==> src/rtl/cpt_pkg.sv <==
// ----------------------------------------------------------------------------
// cpt_pkg: shared types and constants of the prescaled timer bank
// Request codes, control word layout, prescale table and per-timer control.
// ----------------------------------------------------------------------------
package cpt_pkg;

    // Default sizes of the bank.
    localparam int NUM_TIMERS_DEF    = 4;
    localparam int COUNTER_WIDTH_DEF = 16;

    // Fixed field widths.
    localparam int REQ_W    = 2;
    localparam int SEL_W    = 2;
    localparam int DATA_W   = 16;
    localparam int MASK_W   = 4;
    localparam int CYCLE_W  = 14;
    localparam int EXTRA_W  = 3;
    localparam int SHIFT_W  = 4;

    // Largest extra prescale that takes effect.
    localparam logic [EXTRA_W-1:0] EXTRA_MAX = 3'd4;

    // Request codes.
    localparam logic [REQ_W-1:0] REQ_TICK       = 2'd0;
    localparam logic [REQ_W-1:0] REQ_WR_RELOAD  = 2'd1;
    localparam logic [REQ_W-1:0] REQ_WR_CONTROL = 2'd2;
    localparam logic [REQ_W-1:0] REQ_READ       = 2'd3;

    // Control word bit positions.
    localparam int CTL_PRESC_LO = 0;
    localparam int CTL_CASCADE  = 2;
    localparam int CTL_IRQ_EN   = 6;
    localparam int CTL_ENABLE   = 7;

    // Per-timer control for one request moving through the compute stage.
    typedef struct packed {
        logic advance;
        logic tick;
        logic wr_reload;
        logic wr_control;
        logic sel_hit;
        logic cascade_allow;
    } t_timer_ctl;

    // Prescale shift for a two-bit select.
    function automatic logic [SHIFT_W-1:0] prescale_shift(input logic [1:0] sel);
        logic [SHIFT_W-1:0] sh;
        unique case (sel)
            2'd0:    sh = 4'd0;
            2'd1:    sh = 4'd6;
            2'd2:    sh = 4'd8;
            default: sh = 4'd10;
        endcase
        return sh;
    endfunction

    // Mask of the low sh bits of the cycle counter.
    function automatic logic [CYCLE_W-1:0] prescale_mask(input logic [SHIFT_W-1:0] sh);
        logic [CYCLE_W-1:0] m;
        for (int b = 0; b < CYCLE_W; b++) begin
            m[b] = (SHIFT_W'(b) < sh);
        end
        return m;
    endfunction

endpackage

==> src/rtl/cpt_ifs.sv <==
// ----------------------------------------------------------------------------
// cpt_ifs: request and response channels of the timer bank
// Valid/ready channels; a request moves when valid and ready are both high.
// ----------------------------------------------------------------------------
interface cpt_req_if;
    logic                       valid;
    logic                       ready;
    logic [cpt_pkg::REQ_W-1:0]  req_type;
    logic [cpt_pkg::SEL_W-1:0]  timer_select;
    logic [cpt_pkg::DATA_W-1:0] write_data;

    modport source (output valid, output req_type, output timer_select,
                    output write_data, input ready);
    modport sink   (input valid, input req_type, input timer_select,
                    input write_data, output ready);
endinterface

interface cpt_rsp_if;
    logic                       valid;
    logic                       ready;
    logic [cpt_pkg::DATA_W-1:0] read_data;
    logic [cpt_pkg::MASK_W-1:0] overflow_mask;
    logic [cpt_pkg::MASK_W-1:0] irq_mask;

    modport source (output valid, output read_data, output overflow_mask,
                    output irq_mask, input ready);
    modport sink   (input valid, input read_data, input overflow_mask,
                    input irq_mask, output ready);
endinterface

==> src/rtl/cpt_in_stage.sv <==
// ----------------------------------------------------------------------------
// cpt_in_stage: input register of the timer bank
// Holds one request until the compute stage takes it.
// ----------------------------------------------------------------------------
module cpt_in_stage (
    input  logic                       i_clk,
    input  logic                       i_rst_n,
    cpt_req_if.sink                    i_req,
    input  logic                       i_advance,
    output logic                       o_valid,
    output logic [cpt_pkg::REQ_W-1:0]  o_req_type,
    output logic [cpt_pkg::SEL_W-1:0]  o_timer_select,
    output logic [cpt_pkg::DATA_W-1:0] o_write_data
);

    logic                       r_valid;
    logic [cpt_pkg::REQ_W-1:0]  r_req_type;
    logic [cpt_pkg::SEL_W-1:0]  r_timer_select;
    logic [cpt_pkg::DATA_W-1:0] r_write_data;
    logic                       w_take;

    // The register frees up in the same cycle its request moves on.
    assign i_req.ready = !r_valid || i_advance;
    assign w_take      = i_req.valid && i_req.ready;

    always_ff @(posedge i_clk) begin
        if (!i_rst_n) begin
            r_valid <= 1'b0;
        end else if (w_take) begin
            r_valid <= 1'b1;
        end else if (i_advance) begin
            r_valid <= 1'b0;
        end
    end

    // Payload needs no reset.
    always_ff @(posedge i_clk) begin
        if (w_take) begin
            r_req_type     <= i_req.req_type;
            r_timer_select <= i_req.timer_select;
            r_write_data   <= i_req.write_data;
        end
    end

    assign o_valid        = r_valid;
    assign o_req_type     = r_req_type;
    assign o_timer_select = r_timer_select;
    assign o_write_data   = r_write_data;

endmodule

==> src/rtl/cpt_timer.sv <==
// ----------------------------------------------------------------------------
// cpt_timer: one counter of the bank with its reload and control state
// Counts on prescaled cycles or on the overflow of the timer below it.
// ----------------------------------------------------------------------------
module cpt_timer #(
    parameter int COUNTER_WIDTH = cpt_pkg::COUNTER_WIDTH_DEF
) (
    input  logic                         i_clk,
    input  logic                         i_rst_n,
    input  cpt_pkg::t_timer_ctl          i_ctl,
    input  logic [COUNTER_WIDTH-1:0]     i_data,
    input  logic [cpt_pkg::DATA_W-1:0]   i_ctl_word,
    input  logic [cpt_pkg::CYCLE_W-1:0]  i_cycle_next,
    input  logic [cpt_pkg::EXTRA_W-1:0]  i_extra,
    input  logic                         i_carry_in,
    output logic                         o_overflow,
    output logic                         o_irq_enable,
    output logic [COUNTER_WIDTH-1:0]     o_count
);

    logic [COUNTER_WIDTH-1:0] r_count;
    logic [COUNTER_WIDTH-1:0] r_reload;
    logic [1:0]               r_presc;
    logic                     r_cascade;
    logic                     r_irq_en;
    logic                     r_run;

    logic [cpt_pkg::SHIFT_W-1:0] w_shift;
    logic [cpt_pkg::CYCLE_W-1:0] w_mask;
    logic                        w_presc_hit;
    logic                        w_inc;
    logic                        w_of;
    logic                        w_ctl_write;
    logic                        w_new_run;

    // Prescaled increment: the low bits of the advanced cycle counter are zero.
    assign w_shift     = cpt_pkg::prescale_shift(r_presc)
                         + {1'b0, i_extra};
    assign w_mask      = cpt_pkg::prescale_mask(w_shift);
    assign w_presc_hit = (i_cycle_next & w_mask) == '0;

    assign w_inc = r_run && (r_cascade ? i_carry_in : w_presc_hit);
    assign w_of  = w_inc && (&r_count);

    assign w_ctl_write = i_ctl.advance && i_ctl.wr_control && i_ctl.sel_hit;
    assign w_new_run   = i_ctl_word[cpt_pkg::CTL_ENABLE];

    // Control state.
    always_ff @(posedge i_clk) begin
        if (!i_rst_n) begin
            r_presc   <= '0;
            r_cascade <= 1'b0;
            r_irq_en  <= 1'b0;
            r_run     <= 1'b0;
        end else if (w_ctl_write) begin
            r_presc   <= i_ctl_word[cpt_pkg::CTL_PRESC_LO +: 2];
            r_cascade <= i_ctl_word[cpt_pkg::CTL_CASCADE] && i_ctl.cascade_allow;
            r_irq_en  <= i_ctl_word[cpt_pkg::CTL_IRQ_EN];
            r_run     <= w_new_run;
        end
    end

    // Reload value.
    always_ff @(posedge i_clk) begin
        if (!i_rst_n) begin
            r_reload <= '0;
        end else if (i_ctl.advance && i_ctl.wr_reload && i_ctl.sel_hit) begin
            r_reload <= i_data;
        end
    end

    // Counter: ticks count or reload on overflow; enabling loads the reload value.
    always_ff @(posedge i_clk) begin
        if (!i_rst_n) begin
            r_count <= '0;
        end else if (i_ctl.advance && i_ctl.tick && w_inc) begin
            r_count <= w_of ? r_reload : r_count + 1'b1;
        end else if (w_ctl_write && !r_run && w_new_run) begin
            r_count <= r_reload;
        end
    end

    assign o_overflow   = i_ctl.tick && w_of;
    assign o_irq_enable = r_irq_en;
    assign o_count      = r_count;

endmodule

==> src/rtl/cpt_out_stage.sv <==
// ----------------------------------------------------------------------------
// cpt_out_stage: result register of the timer bank
// Holds one response until the consumer takes it.
// ----------------------------------------------------------------------------
module cpt_out_stage (
    input  logic                       i_clk,
    input  logic                       i_rst_n,
    input  logic                       i_load,
    input  logic [cpt_pkg::DATA_W-1:0] i_read_data,
    input  logic [cpt_pkg::MASK_W-1:0] i_overflow_mask,
    input  logic [cpt_pkg::MASK_W-1:0] i_irq_mask,
    output logic                       o_free,
    cpt_rsp_if.source                  o_rsp
);

    logic                       r_valid;
    logic [cpt_pkg::DATA_W-1:0] r_read_data;
    logic [cpt_pkg::MASK_W-1:0] r_overflow_mask;
    logic [cpt_pkg::MASK_W-1:0] r_irq_mask;

    // Free when empty or when the held response leaves this cycle.
    assign o_free = !r_valid || o_rsp.ready;

    always_ff @(posedge i_clk) begin
        if (!i_rst_n) begin
            r_valid <= 1'b0;
        end else if (i_load) begin
            r_valid <= 1'b1;
        end else if (o_rsp.ready) begin
            r_valid <= 1'b0;
        end
    end

    always_ff @(posedge i_clk) begin
        if (i_load) begin
            r_read_data     <= i_read_data;
            r_overflow_mask <= i_overflow_mask;
            r_irq_mask      <= i_irq_mask;
        end
    end

    assign o_rsp.valid         = r_valid;
    assign o_rsp.read_data     = r_read_data;
    assign o_rsp.overflow_mask = r_overflow_mask;
    assign o_rsp.irq_mask      = r_irq_mask;

endmodule

==> src/rtl/cascadable_prescaled_timer_bank.sv <==
// ----------------------------------------------------------------------------
// cascadable_prescaled_timer_bank: bank of cascadable prescaled up-counters
// Ticks, reload writes, control writes and counter reads, one response each.
//
//   Channel   Dir   Signals                                        Moves when
//   i_req     in    req_type, timer_select, write_data             valid&ready
//   o_rsp     out   read_data, overflow_mask, irq_mask             valid&ready
//   cfg       in    i_cfg_we, i_cfg_wdata (extra_prescale)         i_cfg_we
//
// One request per cycle is sustained while responses are taken; a response is
// presented once its request moves from the input register into the result
// register. The whole cascade chain settles in the single compute stage between
// them. Reset is synchronous and clears all timer state, the cycle counter and
// extra_prescale; no clearing pass is needed. A stalled response holds the
// result register and, one request later, the input register.
// ----------------------------------------------------------------------------
module cascadable_prescaled_timer_bank #(
    parameter int NUM_TIMERS    = cpt_pkg::NUM_TIMERS_DEF,
    parameter int COUNTER_WIDTH = cpt_pkg::COUNTER_WIDTH_DEF
) (
    input  logic                        i_clk,
    input  logic                        i_rst_n,
    input  logic                        i_cfg_we,
    input  logic [cpt_pkg::EXTRA_W-1:0] i_cfg_wdata,
    cpt_req_if.sink                     i_req,
    cpt_rsp_if.source                   o_rsp
);

    localparam int MASK_TIMERS = (NUM_TIMERS < cpt_pkg::MASK_W) ? NUM_TIMERS
                                                                 : cpt_pkg::MASK_W;

    logic                        w_in_valid;
    logic [cpt_pkg::REQ_W-1:0]   w_req_type;
    logic [cpt_pkg::SEL_W-1:0]   w_sel;
    logic [cpt_pkg::DATA_W-1:0]  w_wdata;
    logic                        w_out_free;
    logic                        w_advance;
    logic                        w_is_tick;

    logic [cpt_pkg::EXTRA_W-1:0] r_extra_prescale;
    logic [cpt_pkg::EXTRA_W-1:0] w_extra;
    logic [cpt_pkg::CYCLE_W-1:0] r_cycle;
    logic [cpt_pkg::CYCLE_W-1:0] n_cycle;

    logic [NUM_TIMERS:0]         w_carry;
    logic [NUM_TIMERS-1:0]       w_of;
    logic [NUM_TIMERS-1:0]       w_irq_en;
    logic [NUM_TIMERS-1:0]       w_hit;
    logic [COUNTER_WIDTH-1:0]    w_count [NUM_TIMERS];

    logic [cpt_pkg::DATA_W-1:0]  w_read_data;
    logic [cpt_pkg::MASK_W-1:0]  w_ovf_mask;
    logic [cpt_pkg::MASK_W-1:0]  w_irq_mask;

    // Input register.
    cpt_in_stage u_in (
        .i_clk          (i_clk),
        .i_rst_n        (i_rst_n),
        .i_req          (i_req),
        .i_advance      (w_advance),
        .o_valid        (w_in_valid),
        .o_req_type     (w_req_type),
        .o_timer_select (w_sel),
        .o_write_data   (w_wdata)
    );

    // A request is processed when it can land in the result register.
    assign w_advance = w_in_valid && w_out_free;
    assign w_is_tick = (w_req_type == cpt_pkg::REQ_TICK);

    // Extra prescale register, clamped on use.
    always_ff @(posedge i_clk) begin
        if (!i_rst_n) begin
            r_extra_prescale <= '0;
        end else if (i_cfg_we) begin
            r_extra_prescale <= i_cfg_wdata;
        end
    end

    assign w_extra = (r_extra_prescale > cpt_pkg::EXTRA_MAX) ? cpt_pkg::EXTRA_MAX
                                                             : r_extra_prescale;

    // Cycle counter, advanced by every processed tick.
    assign n_cycle = r_cycle + 1'b1;

    always_ff @(posedge i_clk) begin
        if (!i_rst_n) begin
            r_cycle <= '0;
        end else if (w_advance && w_is_tick) begin
            r_cycle <= n_cycle;
        end
    end

    // Timers, chained through their overflow carries.
    assign w_carry[0] = 1'b0;

    for (genvar gi = 0; gi < NUM_TIMERS; gi++) begin : g_timer
        cpt_pkg::t_timer_ctl w_ctl;

        assign w_hit[gi]           = ({1'b0, w_sel} == (cpt_pkg::SEL_W + 1)'(gi));
        assign w_ctl.advance       = w_advance;
        assign w_ctl.tick          = w_is_tick;
        assign w_ctl.wr_reload     = (w_req_type == cpt_pkg::REQ_WR_RELOAD);
        assign w_ctl.wr_control    = (w_req_type == cpt_pkg::REQ_WR_CONTROL);
        assign w_ctl.sel_hit       = w_hit[gi];
        assign w_ctl.cascade_allow = (gi != 0);

        cpt_timer #(
            .COUNTER_WIDTH (COUNTER_WIDTH)
        ) u_timer (
            .i_clk        (i_clk),
            .i_rst_n      (i_rst_n),
            .i_ctl        (w_ctl),
            .i_data       (COUNTER_WIDTH'(w_wdata)),
            .i_ctl_word   (w_wdata),
            .i_cycle_next (n_cycle),
            .i_extra      (w_extra),
            .i_carry_in   (w_carry[gi]),
            .o_overflow   (w_of[gi]),
            .o_irq_enable (w_irq_en[gi]),
            .o_count      (w_count[gi])
        );

        assign w_carry[gi+1] = w_of[gi];
    end

    // Overflow and interrupt masks cover the first four timers only.
    for (genvar gm = 0; gm < cpt_pkg::MASK_W; gm++) begin : g_mask
        if (gm < MASK_TIMERS) begin : g_used
            assign w_ovf_mask[gm] = w_of[gm];
            assign w_irq_mask[gm] = w_of[gm] && w_irq_en[gm];
        end else begin : g_unused
            assign w_ovf_mask[gm] = 1'b0;
            assign w_irq_mask[gm] = 1'b0;
        end
    end

    // Counter read: selected timer, zero when the select matches no timer.
    always_comb begin
        w_read_data = '0;
        if (w_req_type == cpt_pkg::REQ_READ) begin
            for (int i = 0; i < NUM_TIMERS; i++) begin
                if (w_hit[i]) begin
                    w_read_data = w_read_data | cpt_pkg::DATA_W'(w_count[i]);
                end
            end
        end
    end

    // Result register.
    cpt_out_stage u_out (
        .i_clk           (i_clk),
        .i_rst_n         (i_rst_n),
        .i_load          (w_advance),
        .i_read_data     (w_read_data),
        .i_overflow_mask (w_ovf_mask),
        .i_irq_mask      (w_irq_mask),
        .o_free          (w_out_free),
        .o_rsp           (o_rsp)
    );

endmodule

==> src/flat_wrapper.sv <==
// flat-port wrapper written by rule: the top's interface ports become plain ports
module cascadable_prescaled_timer_bank_flat 
#(
    parameter int NUM_TIMERS    = cpt_pkg::NUM_TIMERS_DEF,
    parameter int COUNTER_WIDTH = cpt_pkg::COUNTER_WIDTH_DEF
)
  (i_clk, i_rst_n, i_cfg_we, i_cfg_wdata, i_req_valid, i_req_req_type, i_req_timer_select, i_req_write_data, i_req_ready, o_rsp_valid, o_rsp_read_data, o_rsp_overflow_mask, o_rsp_irq_mask, o_rsp_ready);
  cpt_req_if i_req_i ();
  cpt_rsp_if o_rsp_i ();
  input  logic i_clk;
  input  logic i_rst_n;
  input  logic i_cfg_we;
  input  logic [cpt_pkg::EXTRA_W-1:0] i_cfg_wdata;
  input wire logic [$bits(i_req_i.valid)-1:0] i_req_valid;
  input wire logic [$bits(i_req_i.req_type)-1:0] i_req_req_type;
  input wire logic [$bits(i_req_i.timer_select)-1:0] i_req_timer_select;
  input wire logic [$bits(i_req_i.write_data)-1:0] i_req_write_data;
  output wire logic [$bits(i_req_i.ready)-1:0] i_req_ready;
  output wire logic [$bits(o_rsp_i.valid)-1:0] o_rsp_valid;
  output wire logic [$bits(o_rsp_i.read_data)-1:0] o_rsp_read_data;
  output wire logic [$bits(o_rsp_i.overflow_mask)-1:0] o_rsp_overflow_mask;
  output wire logic [$bits(o_rsp_i.irq_mask)-1:0] o_rsp_irq_mask;
  input wire logic [$bits(o_rsp_i.ready)-1:0] o_rsp_ready;
  assign i_req_i.valid = i_req_valid;
  assign i_req_i.req_type = i_req_req_type;
  assign i_req_i.timer_select = i_req_timer_select;
  assign i_req_i.write_data = i_req_write_data;
  assign i_req_ready = i_req_i.ready;
  assign o_rsp_valid = o_rsp_i.valid;
  assign o_rsp_read_data = o_rsp_i.read_data;
  assign o_rsp_overflow_mask = o_rsp_i.overflow_mask;
  assign o_rsp_irq_mask = o_rsp_i.irq_mask;
  assign o_rsp_i.ready = o_rsp_ready;
  cascadable_prescaled_timer_bank #(.NUM_TIMERS(NUM_TIMERS), .COUNTER_WIDTH(COUNTER_WIDTH)) u_core (.i_clk(i_clk), .i_rst_n(i_rst_n), .i_cfg_we(i_cfg_we), .i_cfg_wdata(i_cfg_wdata), .i_req(i_req_i), .o_rsp(o_rsp_i));
endmodule
==> config.mk <==
export PLATFORM = sky130hd
export DESIGN_NAME = cascadable_prescaled_timer_bank_flat
export DESIGN_NICKNAME = d
export VERILOG_FILES = /design/src/rtl/cpt_pkg.sv /design/src/rtl/cpt_ifs.sv /design/src/rtl/cpt_in_stage.sv /design/src/rtl/cpt_timer.sv /design/src/rtl/cpt_out_stage.sv /design/src/rtl/cascadable_prescaled_timer_bank.sv /design/src/flat_wrapper.sv
export SDC_FILE = /design/constraint.sdc
export NUM_CORES = 1
export LEC_CHECK = 0
export BUFFER_PORTS_ARGS = -buffer_cell sky130_fd_sc_hd__buf_2
export CORE_ASPECT_RATIO = 1.4
export CORE_MARGIN = 10
export CORE_UTILIZATION = 55
export CTS_CLUSTER_SIZE = 14
export DETAILED_ROUTE_END_ITERATION = 10
export PLACE_DENSITY = 0.84
export SLEW_MARGIN = 20
export SYNTH_ARGS = -nofsm -noshare
export SYNTH_HDL_FRONTEND = slang
export SYNTH_HIERARCHICAL = 1
export SYNTH_SLANG_ARGS = --single-unit
==> constraint.sdc <==
create_clock -name i_clk -period 6.05 [get_ports i_clk]
set_input_delay 1.21 -clock i_clk [delete_from_list [all_inputs] [get_ports i_clk]]
set_output_delay 1.21 -clock i_clk [all_outputs]
set_load 0.02 [all_outputs]
-- Yosys cells after proc, flatten, opt, wreduce, memory -nomap -nowiden
Cells that the tools add are included.
- bits in registers: 210
- bits of input ports: 28
- output and inout port bits: 26
- word-level logic and storage cells: 220
- add/subtract/negate cells: 9
- order comparisons: 57
- equality and inequality tests: 14
- muxes and demuxes: 31
- bitwise gates (word level): 7
- reduce and logical (&&, ||, !) cells: 69
- operators with widths (kind ; count):
    16-bit 2-to-1 mux ; 19
    4-bit < comparator, first input constant ; 24
    16-bit by 1-bit adder with 16-bit output, second input constant ; 4
    3-bit by 4-bit < comparator with 1-bit output, first input constant ; 16
    16-bit AND reduction ; 4
    14-bit AND ; 4
    14-bit logical NOT ; 4
    16-bit OR ; 3
    4-bit one-hot mux with 3 select lines ; 4
    1-bit logical AND ; 41
    1-bit by 4-bit < comparator with 1-bit output, first input constant ; 8
    2-bit by 4-bit < comparator with 1-bit output, first input constant ; 8
    4-bit by 3-bit adder with 4-bit output ; 4
    2-bit equality test, second input constant ; 8
    14-bit by 1-bit adder with 14-bit output, second input constant ; 1
    2-bit by 1-bit equality test with 1-bit output, second input constant ; 6
    2-bit logical NOT ; 6
    2-bit nonzero test ; 6
    1-bit 2-to-1 mux ; 7
    1-bit logical NOT ; 6
    3-bit greater-than comparator, second input constant ; 1
    3-bit 2-to-1 mux ; 1
    1-bit logical OR ; 2

-- Logic depth before layout (Yosys ltp)
Gate-level depths: netlist (run 1).
- depth after elaboration: 22
- gate-level depth with buffers: 21
- gate-level depth less buffers: 17

-- Modules after synthesis
The synthesis (run 1) kept the hierarchy.
- by module, submodules not included (module ; times used ; cells an instance ; area an instance (µm²) ; sequential area each (µm²)):
    cpt_timer ; 4 ; 259 ; 2119.5 ; 740.7
    cascadable_prescaled_timer_bank ; 1 ; 166 ; 1510.2 ; 340.3
    cpt_out_stage ; 1 ; 28 ; 769.5 ; 740.7
    cpt_in_stage ; 1 ; 25 ; 658.1 ; 620.6

-- Worst setup path after synthesis (run 1)
Ideal clock, no wire load.
- path kind: reg-to-reg
- from: register u_core/r_cycle[0] (netlist name)
- to: register u_core.g_timer[3].u_timer.r_count[3]
- library setup time: 82 ps
- arrival time: 4317 ps
- data required time: 5968 ps
- path slack: 1651 ps
- cell stages (with the launch flop): 19
- path buffers: 1
- clock period less this slack: 4399 ps
- cell sequence: dfxtp_1 -> ha_1 -> clkbuf_1 -> and3_1 -> nand4_4 -> xnor2_1 -> a221oi_1 -> o21ai_0 -> o31ai_1 -> a32oi_1 -> nor3_1 -> a32oi_1 -> nor3_1 -> a32oi_1 -> nor3_1 -> and3_2 -> o21ai_2 -> or4_1 -> o221ai_1
- longest elaborated chain between the ends: 19
- elaborated cells on any way between the ends: 27
- classes of those cells: add/sub: 1; mux: 5; bitwise: 4; reduce/logical: 17
- ends and longest elaborated chain (what ; line ; RTL):
    start, declared ; cascadable_prescaled_timer_bank.sv:42 ; logic [cpt_pkg::CYCLE_W-1:0] r_cycle;
    start signal, assigned ; cascadable_prescaled_timer_bank.sv:90 ; r_cycle <= n_cycle;
    14-bit by 1-bit adder with 14-bit output * ; cascadable_prescaled_timer_bank.sv:84 ; assign n_cycle = r_cycle + 1'b1;
    named net u_core.n_cycle, one bit ; cascadable_prescaled_timer_bank.sv:43 ; logic [cpt_pkg::CYCLE_W-1:0] n_cycle;
    14-bit AND * ; cpt_timer.sv:40 ; assign w_presc_hit = (i_cycle_next & w_mask) == '0;
    14-bit logical NOT * ; cpt_timer.sv:40 ;
    1-bit logical AND * ; cpt_timer.sv:42 ; assign w_inc = r_run && (r_cascade ? i_carry_in : w_presc_hit);
    1-bit logical AND * ; cpt_timer.sv:43 ; assign w_of = w_inc && (&r_count);
    1-bit logical AND * ; cpt_timer.sv:83 ; assign o_overflow = i_ctl.tick && w_of;
    named net u_core.w_carry[1] ; cascadable_prescaled_timer_bank.sv:45 ; logic [NUM_TIMERS:0] w_carry;
    [... 4 more ...] ; -- ;
    named net u_core.w_carry[2] ; cascadable_prescaled_timer_bank.sv:45 ;
    [... 2 more ...] ; -- ;
    1-bit logical AND * ; cpt_timer.sv:43 ;
    1-bit logical AND * ; cpt_timer.sv:83 ;
    named net u_core.w_carry[3] ; cascadable_prescaled_timer_bank.sv:45 ;
    1-bit 2-to-1 mux * ; cpt_timer.sv:42 ;
    1-bit logical AND * ; cpt_timer.sv:42 ;
    1-bit logical AND ; cpt_timer.sv:43 ;
    16-bit 2-to-1 mux ; cpt_timer.sv:77 ; r_count <= w_of ? r_reload : r_count + 1'b1;
    16-bit 2-to-1 mux ; cpt_timer.sv:76 ; end else if (i_ctl.advance && i_ctl.tick && w_inc) begin
    end signal, assigned ; cpt_timer.sv:77 ;
    end signal, assigned ; cpt_timer.sv:79 ; r_count <= r_reload;
    end, declared ; cpt_timer.sv:21 ; logic [COUNTER_WIDTH-1:0] r_count;
The timed path passes the listed nets; every way through them passes the cells marked *.
A chain may end at the register's enable or synchronous reset.

-- Final worst setup path (run 1)
- from: register u_core/r_cycle[3] (netlist name)
- to: register u_core.g_timer[3].u_timer.r_count[6]
The elaborated chain is that of the path after synthesis.

==> impl_metrics.csv, run 1 <==
group,metric,value,unit
grt,grt_max_degree,81,
worst_setup_path,crit_path_end_kind,"flop",
cts,cts_tree,"yes",
power_and_ir_drop,p_sw,0.696,mW
power_and_ir_drop,power_density,237,nW/µm²
worst_setup_path,arrival,5.88,ns
synthesis,async_flop_share,0,
final_layout,mostFrequentLayoutCells,"nand2_1, dfxtp_1, a21oi_1",
final_layout,area_growth,7.03,%
power_and_ir_drop,peakVddDrop,0.233,mV
run,maxCapViolCount,0,
synthesis,synth_ff_type,"dfxtp_1",
power_and_ir_drop,switching_share,0.240,
placement,dpl.cell_count,1504,
synthesis,synth-seq-cells,211,
worst_setup_path,cp-start-kind,"flop",
placement,place.gp.congestion,0.918,
worst_setup_path,reg2regPathDepth,17,
grt,grt_pass1_vias,9652,
cts,cts-root-buf,"clkbuf_16",
cts,htreeDepth,1,
sta,post-route-min-period,5.49,ns
synthesis,synth-edff-count,44,
grt,grt_pass1_wl,49100,µm
sta,finalHoldViolCount,0,
worst_setup_path,worstPathMaxFanout,15,
die,start_util,0.557,
cts,postCtsSetupRepairBufs,0,
grt,grt.total_usage,0.222,
hold_path,min-delay-path-class,"reg -> reg",
final_layout,nNetsFinal,1312,
hold_path,holdPathStages,2,
final_layout,final_area,12200,µm²
cts,cts.repair.resized,0,
worst_setup_path,worstSetupPathType,"reg -> reg",
worst_setup_path,rr_endpoint,"u_core/g_timer[3].u_timer/o_count[6]",
final_layout,antenna_cells,0,
synthesis,syn_avg_cell_area,9.10,µm²
drt,drt-total-wl,31100,µm
hold_path,hold_start,"u_core/g_timer[0].u_timer/r_reload[5]",
cts,clockBufferDepth,3,
sta,fmax,0.182,GHz
hold_path,hold_end,"u_core/g_timer[0].u_timer/r_reload[5]",
power_and_ir_drop,leakagePower,4.36,nW
final_layout,finalNonFillerCells,1542,
sta,slew_headroom,0.354,
power_and_ir_drop,pwr-share-clk,0.428,
worst_setup_path,r2r_start,"u_core/r_cycle[3]",
cts,cts-hold-fix-buffers,0,
synthesis,synth_area_leaders,"dfxtp_1, edfxtp_1, nand2_1",
cts,clock_latency,0.51,ns
synthesis,synth.top_cell.area_share,0.293,
sta,period_share,0.907,
grt,grt_overflow,0,
synthesis,netlist_instances,1255,
power_and_ir_drop,seq_power_share,0.519,
drt,viasPerCell,6.43,
grt,antenna_found_initial,0,
die,die_y,190,µm
cts,clk_pin_slew,0.06,ns
cts,cts_inserted_buffers,21,
drt,wire_per_inst,20.1,µm
placement,hpwl,22000,µm
sta,tightest_slew,0.964,ns
synthesis,yosys_warnings,6,
sta,setup_violations,0,
sta,drv_slew,0,
drt,ant_nets,0,
power_and_ir_drop,power.share.combinational,0.053,
drt,route.detailed.drc,0,
placement,port_buffers,53,
die,row_count,62,
die,die_w,142,µm
sta,setup_tns,0,ns
sta,hold_ws,0.452,ns
sta,rsz0062_at_grt,"no",
cts,cts.sinks,211,
die,dieArea,27000,µm²
sta,skew,0.0206,ns
final_layout,drive_above_1_share,0.155,
drt,vias,9913,
final_layout,final_common_cell,"nand2_1",
drt,drtPass1Iterations,7,
die,io_pins,54,
synthesis,synthDistinctLibCells,73,
die,core,20500,µm²
synthesis,synth_area,11400,µm²
worst_setup_path,crit_required,6.45,ns
worst_setup_path,rrSetupSlack,0.56,ns
synthesis,yosys.area.top_type,"dfxtp_1",
synthesis,synth_seq_area_share,0.409,
placement,dpl_cell_area,11600,µm²
drt,drtIter0Drc,1276,
final_layout,fillers,1759,
run_status,status,"finished clean",
power_and_ir_drop,p_int,2.20,mW
power by group through the flow:
stage / Combinational, mW / Clock (mW) / Sequential, mW
floorplan: 0.106 / 0 / 1.52
global placement: 0.150 / 0 / 1.53
detailed placement: 0.153 / 0 / 1.53
CTS: 0.154 / 1.25 / 1.50
global route: 0.168 / 1.30 / 1.50
finish: 0.155 / 1.24 / 1.50
routing by layer:
layer	share of wire	up-vias	global-route usage
li1	-	4642	-
met1	0.38	4701	0.264
met2	0.47	454	0.364
met4	0.070	0	0.149
met5	0	-	0
met3	0.081	116	0.0319
sequential cells by signal, summed over array words and instances, names as in the netlist:
register                             flops
u_core/u_in/o_write_data                16
u_core/g_timer.u_timer/r_reload         64
u_core/u_out/o_rsp.irq_mask              4
u_core/u_out/o_rsp.read_data            16
u_core/u_out/o_rsp.valid                 1
u_core/u_out/o_rsp.overflow_mask         4
u_core/g_timer.u_timer/r_presc           8
u_core/g_timer.u_timer/r_run             4
u_core/u_in/o_req_type                   2
u_core/g_timer.u_timer/o_irq_enable      4
u_core/g_timer.u_timer/r_cascade         4
u_core/u_in/o_valid                      1
u_core/r_extra_prescale                  3
u_core/r_cycle                          14
u_core/g_timer.u_timer/o_count          64
u_core/u_in/o_timer_select               2
worst max-delay path, stage by stage, from the launching register on:
cell,delay (ns)
dfxtp_1,0.44
and4_1,0.47
nand4_1,0.16
xnor2_1,0.30
o41ai_1,0.42
o21ai_0,0.14
o31ai_1,0.46
a32oi_1,0.23
nor3_1,0.31
a32oi_1,0.15
nor3_1,0.23
buf_4,0.16
a32oi_1,0.07
nor3_1,0.58
nand3_1,0.29
a21boi_4,0.45
nor2_1,0.12
a311o_1,0.39
worst max-delay path by stage:
stage	startpoint	to	slack, ns	depth (start not counted)
after floorplan	u_core/r_cycle[0]	u_core/g_timer[3].u_timer/o_count[3]	1.65	18
final	u_core/r_cycle[3]	u_core/g_timer[3].u_timer/o_count[6]	0.56	17
after global placement	u_core/r_cycle[2]	u_core/g_timer[3].u_timer/o_count[6]	0.90	17
after detailed placement	u_core/r_extra_prescale[2]	u_core/g_timer[3].u_timer/o_count[6]	0.72	18
after CTS	u_core/r_extra_prescale[2]	u_core/g_timer[3].u_timer/o_count[6]	0.68	18
after global routing	u_core/r_cycle[2]	u_core/g_timer[3].u_timer/o_count[6]	0.07	17
final cells by class:
cell class,count,area (µm²),share of cell area
clock inverters,11,88.8,0.00727
flip-flops and latches,211,4660,0.382
multi-input cells,954,6180,0.506
inverters,20,75.1,0.00614
well taps,256,320,0.0262
repair buffers,63,343,0.0281
clock buffers,27,548,0.0449
cell families after synthesis:
kind of cell / share of synthesized area
DFF: 0.409
xor gates and xnor gates: 0.0207
other: 0.000658
AOI/OAI and AO/OA: 0.181
buffers and inverters: 0.0520
muxes: 0.0592
and+or+nand+nor: 0.261
adders and majority gates: 0.0169
synth_stat cells (9+ instances only):
cell type,n
nand4_1,34
mux2i_1,27
clkbuf_1,37
or3_1,21
ha_1,9
mux4_2,16
nor3_1,13
o21ai_0,25
o22ai_1,12
xor2_1,13
and3_2,9
or4_1,12
and3_1,33
xnor2_1,14
and2_1,15
nor2_1,76
inv_1,19
a21oi_1,107
nand3_1,44
edfxtp_1,44
nand2_1,248
a311o_1,12
nor4_1,12
dfxtp_1,167
nor2b_1,10
buf_6,25
through the flow:
stage	setup slack, ns	utilization	total power, mW
3_5_place_dp	0.717	0.565	1.68
5_1_grt	0.0698	0.597	2.98
3_3_place_gp	0.897	0.565	1.68
4_1_cts	0.682	0.597	2.91
2_1_floorplan	1.65	-	1.63
6_report	0.561	0.597	2.90
No activity file was read; power rests on OpenSTA's default activity.
==> run 2: changes to the inputs <==
Settings changed: REMOVE_ABC_BUFFERS set to 1.
==> run 2 against run 1 <==
Via count increased by 1.1%. Cell area is 0.84% higher. Setup slack better by 0.067 ns. Sequential cell count unchanged. Wire length grew 4.0%. Die area stayed put. Global-route usage increased by 1.4 points. Register-to-register slack better by 0.07 ns. Critical path depth fell by 1. First-iteration DRC count is 23% lower. Non-clock buffer count increased by 1. Sequential share of layout area down 0.32 points. Critical path type unchanged.
==> impl_metrics.csv, run 2 (synthesis gave the netlist of run 1 again) <==
group,metric,value,unit
run_status,status,"finished clean",
sta,slew_headroom,0.348,
power_and_ir_drop,p_int,2.28,mW
drt,viasPerCell,6.48,
grt,antenna_found_initial,0,
power_and_ir_drop,peakVddDrop,0.246,mV
drt,wire_per_inst,20.9,µm
final_layout,ff_latch_area,4660,µm²
cts,cts.sinks,211,
grt,grt_busiest_layer,"met2",
grt,grt.total_usage,0.236,
grt,grt_util_met1,0.269,
final_layout,drive_above_1_share,0.161,
final_layout,mostFrequentLayoutCells,"nand2_1, dfxtp_1, a21oi_1",
drt,route.detailed.drc,0,
final_layout,multiInputGateArea,6190,µm²
sta,finalHoldViolCount,0,
power_and_ir_drop,leakagePower,4.41,nW
final_layout,fillers,1742,
run,maxCapViolCount,0,
die,io_pins,54,
drt,drt-total-wl,32300,µm
final_layout,final_core_util,0.602,
die,row_count,62,
cts,cts-root-buf,"clkbuf_16",
die,dieArea,27000,µm²
power_and_ir_drop,power.share.combinational,0.053,
sta,fmax,0.184,GHz
worst_setup_path,crit_path_end_kind,"flop",
power_and_ir_drop,power_density,243,nW/µm²
grt,grt_overflow,0,
placement,port_buffers,53,
worst_setup_path,rrSetupSlack,0.63,ns
worst_setup_path,rr_endpoint,"u_core/g_timer[3].u_timer/o_count[9]",
drt,ant_nets,0,
hold_path,min-delay-path-class,"reg -> reg",
sta,setup_violations,0,
worst_setup_path,r2r_start,"u_core/r_cycle[2]",
sta,period_share,0.896,
worst_setup_path,cp-start-kind,"flop",
cts,htreeDepth,1,
die,die_w,142,µm
grt,grt_max_degree,65,
final_layout,antenna_cells,0,
cts,cts_tree,"yes",
final_layout,area_growth,7.92,%
sta,skew,0.0163,ns
hold_path,hold_end,"u_core/g_timer[1].u_timer/r_reload[2]",
worst_setup_path,worstSetupPathType,"reg -> reg",
die,start_util,0.557,
cts,cts-hold-fix-buffers,0,
final_layout,final_common_cell,"nand2_1",
sta,setup_tns,0,ns
hold_path,holdPathStages,2,
drt,vias,10018,
cts,clk_pin_slew,0.07,ns
placement,hpwl,22400,µm
grt,globalRouteMet2Util,0.391,
worst_setup_path,worstPathMaxFanout,15,
die,core,20500,µm²
grt,grt_pass1_wl,51800,µm
sta,rsz0062_at_grt,"no",
sta,drv_slew,0,
cts,clock_latency,0.51,ns
grt,use_met3,0.0431,
power_and_ir_drop,pwr-share-clk,0.445,
final_layout,nNetsFinal,1314,
cts,cts_inserted_buffers,22,
power_and_ir_drop,seq_power_share,0.502,
cts,clockBufferDepth,3,
worst_setup_path,reg2regPathDepth,16,
die,die_y,190,µm
sta,post-route-min-period,5.42,ns
placement,place.gp.congestion,0.947,
sta,tightest_slew,0.977,ns
worst_setup_path,arrival,5.81,ns
drt,drtIter0Drc,978,
worst_setup_path,crit_required,6.44,ns
hold_path,hold_start,"u_core/g_timer[1].u_timer/r_reload[2]",
power_and_ir_drop,switching_share,0.238,
grt,grt_pass1_vias,9701,
drt,drtPass1Iterations,6,
power_and_ir_drop,p_sw,0.711,mW
-- run 2: power by group through the flow --
stage | Sequential, mW | Combinational (mW) | Clock, mW
after floorplan | 1.53 | 0.0790 | 0
after detailed placement | 1.53 | 0.158 | 0
final | 1.50 | 0.159 | 1.33
after CTS | 1.50 | 0.159 | 1.35
after global routing | 1.50 | 0.174 | 1.41
after global placement | 1.53 | 0.155 | 0
-- run 2: worst max path at each step --
| stage | startpoint | to | slack, ns | cells after the start |
|---|---|---|---|---|
| final | u_core/r_cycle[2] | u_core/g_timer[3].u_timer/o_count[9] | 0.63 | 16 |
| after global routing | u_core/r_cycle[2] | u_core/g_timer[3].u_timer/o_count[9] | 0.13 | 16 |
| after CTS | u_core/r_cycle[2] | u_core/g_timer[3].u_timer/o_count[9] | 0.33 | 16 |
| after detailed placement | u_core/r_cycle[2] | u_core/g_timer[3].u_timer/o_count[9] | 0.38 | 16 |
| after global placement | u_core/r_cycle[2] | u_core/g_timer[3].u_timer/o_count[9] | 0.61 | 16 |
| after floorplan | u_core/r_extra_prescale[2] | u_core/g_timer[3].u_timer/o_count[6] | 1.46 | 16 |
-- run 2: layer usage --
layer	share of wire	wire, µm
met5	0	0
met4	0.083	2690
met3	0.075	2440
met2	0.48	15500
met1	0.36	11700
-- run 2: repair_timing --
action | in CTS | in global routing
setup endpoints to repair | 0 | 16
setup buffers | 0 | 0
gates resized for setup | 0 | 3
-- run 2: cell type report --
type,instances,area share
Clock inverter,9,0.00406
Tap cell,256,0.0260
Multi-Input combinational cell,954,0.503
Clock buffer,31,0.0541
Timing Repair Buffer,64,0.0284
Inverter,20,0.00609
Sequential cell,211,0.379
-- run 2: worst max-delay path: stages (launching register included) --
cell	delay (ns)
dfxtp_1	0.46
and4_1	0.50
nand4_1	0.17
xnor2_1	0.33
o41ai_1	0.41
o21ai_0	0.14
o31ai_1	0.47
a32oi_1	0.24
nor3_2	0.35
a32oi_1	0.15
nor3_2	0.38
a32oi_1	0.14
nor3_2	0.36
nand3_1	0.22
a21boi_4	0.45
nor2_1	0.13
a311o_1	0.39
-- run 2: stage by stage --
stage	setup WS [ns]	cells	hold WS, ns	power [mW]	instance area (µm²)
detailed placement	0.376	1505	0.447	1.69	11600
finish	0.628	1545	0.452	2.99	12300
CTS	0.335	1545	0.456	3.01	12300
floorplan	1.46	1185	0.436	1.61	10900
global route	0.132	1545	0.471	3.09	12300
global placement	0.607	1505	0.443	1.69	11600
==> run 3: changes to the inputs <==
--- a/config.mk
+++ b/config.mk
@@ -7,2 +7,3 @@
 export LEC_CHECK = 0
+export ABC_AREA = 1
 export BUFFER_PORTS_ARGS = -buffer_cell sky130_fd_sc_hd__buf_2
@@ -15,2 +16,3 @@
 export REMOVE_ABC_BUFFERS = 1
+export SKIP_CTS_REPAIR_TIMING = 1
 export SLEW_MARGIN = 20
--- a/constraint.sdc
+++ b/constraint.sdc
@@ -3,2 +3,2 @@
 set_output_delay 1.21 -clock i_clk [all_outputs]
-set_load 0.02 [all_outputs]
+set_load 0.01 [all_outputs]
==> run 3 against run 2 <==
Critical path depth rose by 11. Maximum frequency grew 7.0%. Clock skew fell by 0.0063 ns. Total power up 4.2%. Sequential cell count stayed put. Largest power group unchanged. Highest routed layer unchanged.
==> impl_metrics.csv, run 3 <==
group,metric,value,unit
sta,fmax,0.197,GHz
sta,rsz0062_at_grt,"no",
placement,port_buffers,53,
sta,slew_headroom,0.271,
final_layout,fillers,1823,
final_layout,ff_latch_area,4660,µm²
run_status,status,"finished clean",
cts,htreeDepth,1,
sta,hold_ws,0.444,ns
cts,clockBufferDepth,3,
synthesis,yosys_warnings,6,
worst_setup_path,arrival,5.50,ns
grt,antenna_found_initial,0,
drt,route.detailed.drc,0,
drt,drt-total-wl,30800,µm
synthesis,synth_area,11400,µm²
final_layout,final_area,12400,µm²
run,maxCapViolCount,0,
final_layout,final_common_cell,"nand2_1",
sta,skew,0.00997,ns
worst_setup_path,worstPathMaxFanout,16,
synthesis,syn_avg_cell_area,7.20,µm²
power_and_ir_drop,leakagePower,5.05,nW
cts,cts_tree,"yes",
placement,place.gp.congestion,0.953,
drt,viasPerCell,5.73,
worst_setup_path,crit_path_end_kind,"flop",
drt,drtPass1Iterations,5,
sta,drv_slew,0,
final_layout,area_growth,8.86,%
synthesis,synth_ff_type,"dfxtp_1",
synthesis,synth_seq_area_share,0.409,
drt,ant_nets,0,
die,row_count,62,
worst_setup_path,worstSetupPathType,"reg -> reg",
final_layout,mostFrequentLayoutCells,"nand2_1, inv_1, nor2_1",
die,die_y,190,µm
cts,clk_pin_slew,0.06,ns
synthesis,synth-seq-cells,211,
synthesis,synth_area_leaders,"dfxtp_1, edfxtp_1, nand2_1",
sta,finalHoldViolCount,0,
synthesis,netlist_instances,1584,
grt,grt_pass1_wl,49000,µm
grt,grt_pass1_vias,10116,
cts,cts_inserted_buffers,22,
hold_path,min-delay-path-class,"reg -> reg",
final_layout,nNetsFinal,1649,
sta,setup_tns,0,ns
power_and_ir_drop,peakVddDrop,0.297,mV
sta,tightest_slew,1.09,ns
worst_setup_path,crit_required,6.48,ns
die,start_util,0.557,
synthesis,synth_commonest_cells,"nand2_1, inv_1, nor2_1",
sta,post-route-min-period,5.07,ns
die,die_w,142,µm
power_and_ir_drop,total_power,3.12,mW
cts,cts-root-buf,"clkbuf_16",
power_and_ir_drop,power_density,251,nW/µm²
cts,cts.sinks,211,
die,core,20500,µm²
drt,wire_per_inst,16.4,µm
final_layout,drive_above_1_share,0.102,
grt,grt_max_degree,63,
drt,drtIter0Drc,1148,
final_layout,final_core_util,0.606,
worst_setup_path,cp-start-kind,"flop",
cts,clock_latency,0.51,ns
synthesis,synth.most_common_cell,"nand2_1",
worst_setup_path,rrSetupSlack,0.98,ns
grt,grt.total_usage,0.219,
synthesis,yosys.area.top_type,"dfxtp_1",
placement,dpl_cell_area,11600,µm²
drt,vias,10773,
placement,hpwl,21500,µm
synthesis,synth.top_cell.area_share,0.293,
synthesis,synthDistinctLibCells,35,
synthesis,synth-edff-count,44,
sta,setup_violations,0,
final_layout,multiInputGateArea,5670,µm²
die,io_pins,54,
die,dieArea,27000,µm²
sta,period_share,0.838,
final_layout,antenna_cells,0,
synthesis,async_flop_share,0,
grt,grt_overflow,0,
run 3: cell count changes after synthesis, sizes merged, moves of 27 or more:
cell / previous run / this run
nand3: 48 / 139
xor2: 13 / 40
a21oi: 107 / 167
inv: 19 / 187
and3: 42 / 4
nand2: 252 / 352
o21ai: 29 / 159
mux2i: 27 / 0
nor2: 76 / 192
run 3: logic make-up after synthesis:
logic type                 synth area share
DFF                                   0.409
and+or+nand+nor                       0.282
xor gates and xnor gates             0.0461
AOI/OAI and AO/OA                     0.149
adders and majority gates            0.0169
buffers and inverters                0.0960
other                              0.000659
run 3: layout make-up:
cell class              instances  area share
multi-input cells            1126       0.457
inverters                     190      0.0575
flip-flops and latches        211       0.376
clock buffers                  33      0.0535
clock inverters                 7     0.00676
repair buffers                 57      0.0238
well taps                     256      0.0258
run 3: worst max-delay path, stage by stage (launching register included):
cell	delay, ns
dfxtp_1	0.56
a21oi_1	0.23
ha_1	0.26
fa_1	0.54
inv_1	0.17
nand2_1	0.07
nand2_1	0.06
nand2_1	0.05
nand3b_1	0.15
nand2_1	0.08
nand3_2	0.10
a21oi_1	0.23
inv_1	0.06
nor2_1	0.17
nand2_1	0.11
a21oi_1	0.26
inv_1	0.07
nor2_1	0.16
nand2_1	0.12
a21oi_1	0.25
inv_1	0.07
nor2_1	0.18
nand2_1	0.11
nand2_2	0.12
nand4_2	0.33
o21ai_0	0.32
nor2_1	0.07
nor2_1	0.08
run 3: worst paths after layout:
kind | from | end | cells after the start
worst max-delay path | u_core/r_extra_prescale[2] | u_core/g_timer[3].u_timer/o_count[3] | 27
worst min-delay path | u_core/g_timer[2].u_timer/r_reload[3] | u_core/g_timer[2].u_timer/r_reload[3] | 2
worst min register to register | u_core/g_timer[2].u_timer/r_reload[3] | u_core/g_timer[2].u_timer/r_reload[3] | 2
worst max register to register | u_core/r_extra_prescale[2] | u_core/g_timer[3].u_timer/o_count[3] | 27
run 3: per-stage QoR:
stage,std cells,setup WS (ns)
finish,1880,0.982
CTS,1880,1.02
global route,1880,0.246
floorplan,1527,1.81
detailed placement,1840,1.04
global placement,1840,1.26
run 3: routing by layer:
metal	track usage	up-vias	wire length (µm)
met5	0	-	0
met4	0.151	0	2160
met3	0.0234	142	1980
met2	0.373	459	14700
met1	0.251	4988	11900
li1	-	5184	-
run 3: report_power, final:
group	internal [mW]	switching (mW)	leakage (nW)	total, mW
sequential	1.47	0.0391	1.77	1.51
combinational	0.0666	0.154	2.92	0.221
clock	0.843	0.546	0.361	1.39
total	2.38	0.739	5.05	3.12
